File: src/rtl/fdss_pkg.sv
// Types, constants and the segment table of the display scanner.
package fdss_pkg;

  localparam logic CMD_TICK = 1'b0;
  localparam logic CMD_SET  = 1'b1;

  localparam logic [9:0] VALUE_MAX = 10'd1000;
  localparam logic [7:0] SEG_DP    = 8'h80;

  typedef logic [3:0][7:0] pattern_set_t;

  // Patterns of 100.0: digit 0 is the thousands place, digit 2 carries the point.
  localparam pattern_set_t RESET_PATTERNS = {8'h3F, 8'hBF, 8'h3F, 8'h06};

  typedef struct packed {
    logic        cmd;
    logic [15:0] value_tenths;
    logic        blank_request;
  } in_item_t;

  typedef struct packed {
    logic [3:0] digit_enable;
    logic [7:0] segments_n;
    logic [1:0] digit_index;
  } out_item_t;

  function automatic logic [7:0] seg_code(input logic [3:0] digit);
    logic [7:0] code;
    unique case (digit)
      4'd0:    code = 8'h3F;
      4'd1:    code = 8'h06;
      4'd2:    code = 8'h5B;
      4'd3:    code = 8'h4F;
      4'd4:    code = 8'h66;
      4'd5:    code = 8'h6D;
      4'd6:    code = 8'h7D;
      4'd7:    code = 8'h07;
      4'd8:    code = 8'h7F;
      4'd9:    code = 8'h6F;
      default: code = 8'h00;
    endcase
    return code;
  endfunction

endpackage

File: src/rtl/fdss_pattern.sv
// Splits the shown value into decimal digits and maps them to segment patterns.
module fdss_pattern (
  input  logic [9:0]            value,
  input  logic                  blank,
  output fdss_pkg::pattern_set_t patterns
);

  logic        thousands;
  logic [9:0]  rest;
  logic [15:0] hund_prod;
  logic [3:0]  hundreds;
  logic [9:0]  hund_sub;
  logic [6:0]  rest2;
  logic [14:0] tens_prod;
  logic [3:0]  tens;
  logic [6:0]  tens_sub;
  logic [3:0]  ones;

  // The value never exceeds 1000, so the thousands place is a single compare.
  assign thousands = (value >= fdss_pkg::VALUE_MAX);
  assign rest      = thousands ? (value - fdss_pkg::VALUE_MAX) : value;

  // Division by 100 as a multiply by 41/4096, exact for values below 1000.
  assign hund_prod = {6'd0, rest} * 16'd41;
  assign hundreds  = hund_prod[15:12];
  assign hund_sub  = {6'd0, hundreds} * 10'd100;
  assign rest2     = 7'(rest - hund_sub);

  // Division by 10 as a multiply by 205/2048, exact for values below 100.
  assign tens_prod = {8'd0, rest2} * 15'd205;
  assign tens      = tens_prod[14:11];
  assign tens_sub  = {3'd0, tens} * 7'd10;
  assign ones      = 4'(rest2 - tens_sub);

  always_comb begin
    if (blank) begin
      patterns = '0;
    end else begin
      patterns[0] = fdss_pkg::seg_code({3'd0, thousands});
      patterns[1] = fdss_pkg::seg_code(hundreds);
      patterns[2] = fdss_pkg::seg_code(tens) | fdss_pkg::SEG_DP;
      patterns[3] = fdss_pkg::seg_code(ones);
    end
  end

endmodule

File: src/rtl/fdss_core.sv
// Display state: stored value, blanking, frame patterns and scan position.
module fdss_core (
  input  logic                clk,
  input  logic                rst,
  input  logic                item_valid,
  input  fdss_pkg::in_item_t  item,
  output logic                result_valid,
  output fdss_pkg::out_item_t result
);

  logic [9:0]             shown_value;
  logic                   blank_mode;
  fdss_pkg::pattern_set_t digit_patterns;
  logic [1:0]             scan_position;

  fdss_pkg::pattern_set_t built;
  logic [7:0]             pattern_sel;
  logic [9:0]             clamped;

  fdss_pattern u_pattern (
    .value    (shown_value),
    .blank    (blank_mode),
    .patterns (built)
  );

  assign clamped = (item.value_tenths > {6'd0, fdss_pkg::VALUE_MAX}) ?
                   fdss_pkg::VALUE_MAX : item.value_tenths[9:0];

  // At the start of a frame the fresh patterns are shown directly.
  assign pattern_sel = (scan_position == 2'd0) ? built[0] : digit_patterns[scan_position];

  assign result_valid        = item_valid && (item.cmd == fdss_pkg::CMD_TICK);
  assign result.digit_enable = 4'b0001 << scan_position;
  assign result.segments_n   = ~pattern_sel;
  assign result.digit_index  = scan_position;

  always_ff @(posedge clk) begin
    if (rst) begin
      shown_value    <= fdss_pkg::VALUE_MAX;
      blank_mode     <= 1'b0;
      digit_patterns <= fdss_pkg::RESET_PATTERNS;
      scan_position  <= 2'd0;
    end else if (item_valid) begin
      if (item.cmd == fdss_pkg::CMD_SET) begin
        if (item.blank_request) begin
          blank_mode <= 1'b1;
        end else begin
          blank_mode  <= 1'b0;
          shown_value <= clamped;
        end
      end else begin
        if (scan_position == 2'd0) begin
          digit_patterns <= built;
        end
        scan_position <= scan_position + 2'd1;
      end
    end
  end

endmodule

File: src/rtl/four_digit_seven_segment_scanner.sv
// Top level of the multiplexed four-digit seven-segment display scanner.
// A tick request waits in the input register until it can advance, and its result is
// then registered in the output register, where it is held until it is taken.
// Throughput: one request per cycle while the output is not stalled; set requests pass through without a result.
// Reset: value 1000 shown as 100.0, blanking off, scan position 0, both
// the input and output registers empty.
module four_digit_seven_segment_scanner (
  input  logic                clk,
  input  logic                rst,
  input  logic                in_valid,
  output logic                in_ready,
  input  fdss_pkg::in_item_t  in_data,
  output logic                out_valid,
  input  logic                out_ready,
  output fdss_pkg::out_item_t out_data
);

  fdss_pkg::in_item_t  in_q;
  logic                in_q_valid;
  logic                advance;
  logic                result_valid;
  fdss_pkg::out_item_t result;

  // A set request never needs the output register, so it always moves on.
  assign advance  = in_q_valid &&
                    ((in_q.cmd == fdss_pkg::CMD_SET) || !out_valid || out_ready);
  assign in_ready = !in_q_valid || advance;

  always_ff @(posedge clk) begin
    if (rst) begin
      in_q_valid <= 1'b0;
    end else if (in_valid && in_ready) begin
      in_q_valid <= 1'b1;
    end else if (advance) begin
      in_q_valid <= 1'b0;
    end
  end

  always_ff @(posedge clk) begin
    if (in_valid && in_ready) begin
      in_q <= in_data;
    end
  end

  fdss_core u_core (
    .clk          (clk),
    .rst          (rst),
    .item_valid   (advance),
    .item         (in_q),
    .result_valid (result_valid),
    .result       (result)
  );

  always_ff @(posedge clk) begin
    if (rst) begin
      out_valid <= 1'b0;
    end else if (result_valid) begin
      out_valid <= 1'b1;
    end else if (out_ready) begin
      out_valid <= 1'b0;
    end
  end

  always_ff @(posedge clk) begin
    if (result_valid) begin
      out_data <= result;
    end
  end

endmodule

File: config.mk
export PLATFORM = sky130hd
export DESIGN_NAME = four_digit_seven_segment_scanner
export DESIGN_NICKNAME = d
export VERILOG_FILES = /design/src/rtl/fdss_pkg.sv /design/src/rtl/fdss_pattern.sv /design/src/rtl/fdss_core.sv /design/src/rtl/four_digit_seven_segment_scanner.sv
export SDC_FILE = /design/constraint.sdc
export NUM_CORES = 1
export LEC_CHECK = 0
export BUFFER_PORTS_ARGS = -buffer_cell sky130_fd_sc_hd__buf_2
export CORE_UTILIZATION = 45
export CTS_CLUSTER_DIAMETER = 60
export DETAILED_ROUTE_END_ITERATION = 10
export PLACE_DENSITY_LB_ADDON = 0.2
export SLEW_MARGIN = 40
export SYNTH_ARGS = -nofsm -noshare
export SYNTH_HDL_FRONTEND = slang
export SYNTH_HIERARCHICAL = 1
export SYNTH_SLANG_ARGS = --single-unit
File: constraint.sdc
create_clock -name clk -period 12.1 [get_ports clk]
set_input_delay 0.605 -clock clk [delete_from_list [all_inputs] [get_ports clk]]
set_output_delay 0.605 -clock clk [all_outputs]
set_load 0.01 [all_outputs]
==> run_results.csv <==
group,metric,value,unit
worst_setup_path,required,12.37,ns
sta,setup_viol,0,
cells_and_area,fillers,1168,
cells_and_area,antenna_cells,0,
power_and_ir_drop,peakVddDrop,0.09849,mV
cells_and_area,nets,755,
synthesis,syn_avg_cell_area,9.869,um^2
cells_and_area,synthToLayoutAreaGrowth,9.351,%
worst_setup_path,criticalPathCategory,"flop to flop",
route,routed_wl,11790,um
worst_setup_path,end_kind,"flop",
placed_design,hpwl,9184,um
worst_setup_path,cpMostUsedCell,"ha_1",
floorplan,die_w,117.3,um
cells_and_area,seq_area,1903,um^2
clock_network,post_cts_buffers,0,
sta,drv_slew,0,
cells_and_area,mostFrequentLayoutCells,"89 x ha_1, 83 x nand2_1, 59 x inv_1",
run_status,status,"completed",
route,drt_pass1_iterations,4,
worst_setup_path,arrival,11.27,ns
synthesis,syn_inst,606,
sta,grt_setup_unrepaired,"false",
synthesis,synth_flop_cell,"dfxtp_1",
synthesis,synthTopCellsByArea,"ha_1 19%, edfxtp_1 16%, dfxtp_1 16%",
synthesis,syn-cell-area,5981,um^2
clock_network,cts_buffers,9,
synthesis,yosys_warnings,6,
sta,slew_headroom,0.5143,
global_route,antenna_found_initial,0,
sta,hold_viol,0,
min_path,hold_path.class,"input port to flop",
worst_setup_path,cp_slowest_stage_delay,0.54,ns
global_route,grt_pass1_vias,4397,
sta,worstMarginPinSlew,0.7275,ns
global_route,grt_pass1_wl,20430,um
sta,period_needed,11.00,ns
floorplan,core_area,12770,um^2
placed_design,io_buffer_count,37,
sta,skew,0.004878,ns
clock_network,ctsResizeCount,0,
route,route.detailed.drc,0,
worst_setup_path,path_max_fanout,12,
route,via_per_inst,5.367,
worst_setup_path,path_buf_inv,7,
run,drv_cap,0,
global_route,grt_use_total,0.1898,
global_route,grt-ovfl-total,0,
clock_network,cts_sinks,79,
worst_setup_path,setup.worst_path.start_class,"flop",
sta,fmax,0.09091,GHz
synthesis,synthArstFlopShare,0,
worst_setup_path,crit_family,"adder cells",
cells_and_area,final_core_util,0.5120,
route,routed-via-count,4331,
cells_and_area,final_common_cell,"ha_1",
synthesis,synth_top_cell_by_area,"ha_1",
global_route,grt_max_degree,41,
cells_and_area,multi_input_area,3667,um^2
clock_network,cts_htree_levels,3,
route,detail-route-antenna-nets,0,
floorplan,fp-row-count,41,
floorplan,start_util,0.4682,
clock_network,hold_buffers,0,
synthesis,synth_top_area_share,0.1862,
placed_design,place.gp.congestion,0.8445,
clock_network,cts-root-buf,"clkbuf_16",
floorplan,die_h,117.3,um
cells_and_area,layout-drive-gt1-share,0.1354,
synthesis,ys_seq_elements,79,
synthesis,seq_area_frac_synth,0.3180,
sta,tns,0,ns
clock_network,clkTransAtPathRegs,0.06,ns
clock_network,clk_path_buf_depth,2,
power_and_ir_drop,leakage,3.135,nW
route,wl_per_cell,14.61,um
clock_network,clock_latency,0.33,ns
sta,fin_crit_sh,0.9091,
worst_setup_path,cpMaxStageDelayCell,"a2111oi_1",
clock_network,cts_tree,"built",
power_and_ir_drop,power_density,101.7,nW/um^2
floorplan,dieArea,13760,um^2
floorplan,io_pins,38,
synthesis,synth-edff-count,32,
synthesis,yosysUniqueCellTypes,74,
route,drt-initial-drc-count,224,
[stage by stage]
stage | hold WS [ns] | instance area [um^2] | power (mW) | std cells | setup WS (ns)
CTS | 0.4345 | 6523 | 0.6692 | 807 | 0.8982
detailed placement | 0.4486 | 6208 | 0.3877 | 791 | 0.9364
global placement | 0.4395 | 6190 | 0.3849 | 789 | 1.443
floorplan | 0.4320 | 5992 | 0.3695 | 609 | 2.368
finish | 0.4479 | 6540 | 0.6649 | 807 | 1.100
global route | 0.4337 | 6540 | 0.6952 | 807 | 0.1177
[routing by layer]
metal | share of wire | vias to the layer above | wire (um) | global-route usage
met1 | 0.47 | 2066 | 5594 | 0.2465
met4 | 0.0081 | 0 | 96 | 0.04557
met5 | 0 | - | 0 | 0
met3 | 0.032 | 11 | 376 | 0.03605
met2 | 0.49 | 64 | 5722 | 0.3251
li1 | - | 2190 | - | -
[sequential cells by signal, summed over array words and instances, names as in the netlist]
signal,count
in_q,18
out_data,14
u_core/shown_value,10
u_core/digit_patterns,32
out_valid,1
u_core/scan_position,2
u_core/blank_mode,1
in_q_valid,1
[where the power goes]
part           total, mW  internal (mW)  switching, mW
sequential         0.295          0.288        0.00715
clock              0.281          0.180          0.101
combinational     0.0891         0.0391         0.0500
total              0.665          0.507          0.158
[kinds of logic (layout without fill, tap and decap cells)]
logic type	count (synthesis)	in the layout	share of synthesized area
adder cells (fa/ha/maj)	104	104	0.2349
XOR/XNOR	16	16	0.02657
other	1	4	0.0006270
AND/OR/NAND/NOR	188	188	0.1646
flip-flops	79	79	0.3180
buffers and inverters	90	116	0.07343
multiplexers	23	23	0.05544
AO/OA/AOI/OAI	105	105	0.1264
[layout make-up]
class                           instances  share of cell area
Multi-Input combinational cell        440              0.5607
Sequential cell                        79              0.2910
Clock buffer                           10             0.03501
Inverter                               59             0.03386
Timing Repair Buffer                   41             0.03348
Tap cell                              172             0.03291
Clock inverter                          6             0.01301
[synth_stat cells (12+ instances only)]
cell type / n
nor2_1: 17
dfxtp_1: 47
edfxtp_1: 32
ha_1: 89
buf_4: 13
xnor2_1: 12
fa_1: 14
nand2_1: 83
o21ai_0: 15
mux2i_1: 14
inv_1: 59
nor3_1: 12
nand3b_1: 23
a21oi_1: 32
[worst paths after layout]
check                               to                      start  slack, ns  cells after the start
min                            in_q[1]                 in_data[1]       0.45                      1
max reg2reg  u_core/digit_patterns[27]      u_core/shown_value[3]       1.10                     42
min reg2reg  u_core/digit_patterns[31]  u_core/digit_patterns[31]       0.46                      2
max          u_core/digit_patterns[27]      u_core/shown_value[3]       1.10                     42
[worst register-to-register path: cells and delay by family, from the launching register on]
| kind | cells | cell delay [ns] |
|---|---|---|
| AO/OA/AOI/OAI | 9 | 2.04 |
| XOR/XNOR | 5 | 1.47 |
| adder cells (fa/ha/maj) | 13 | 4.53 |
| AND/OR/NAND/NOR | 7 | 1.21 |
| buffers and inverters | 7 | 0.76 |
| flip-flops | 1 | 0.47 |
| multiplexers | 1 | 0.46 |
No activity file was read; power rests on OpenSTA's default activity.
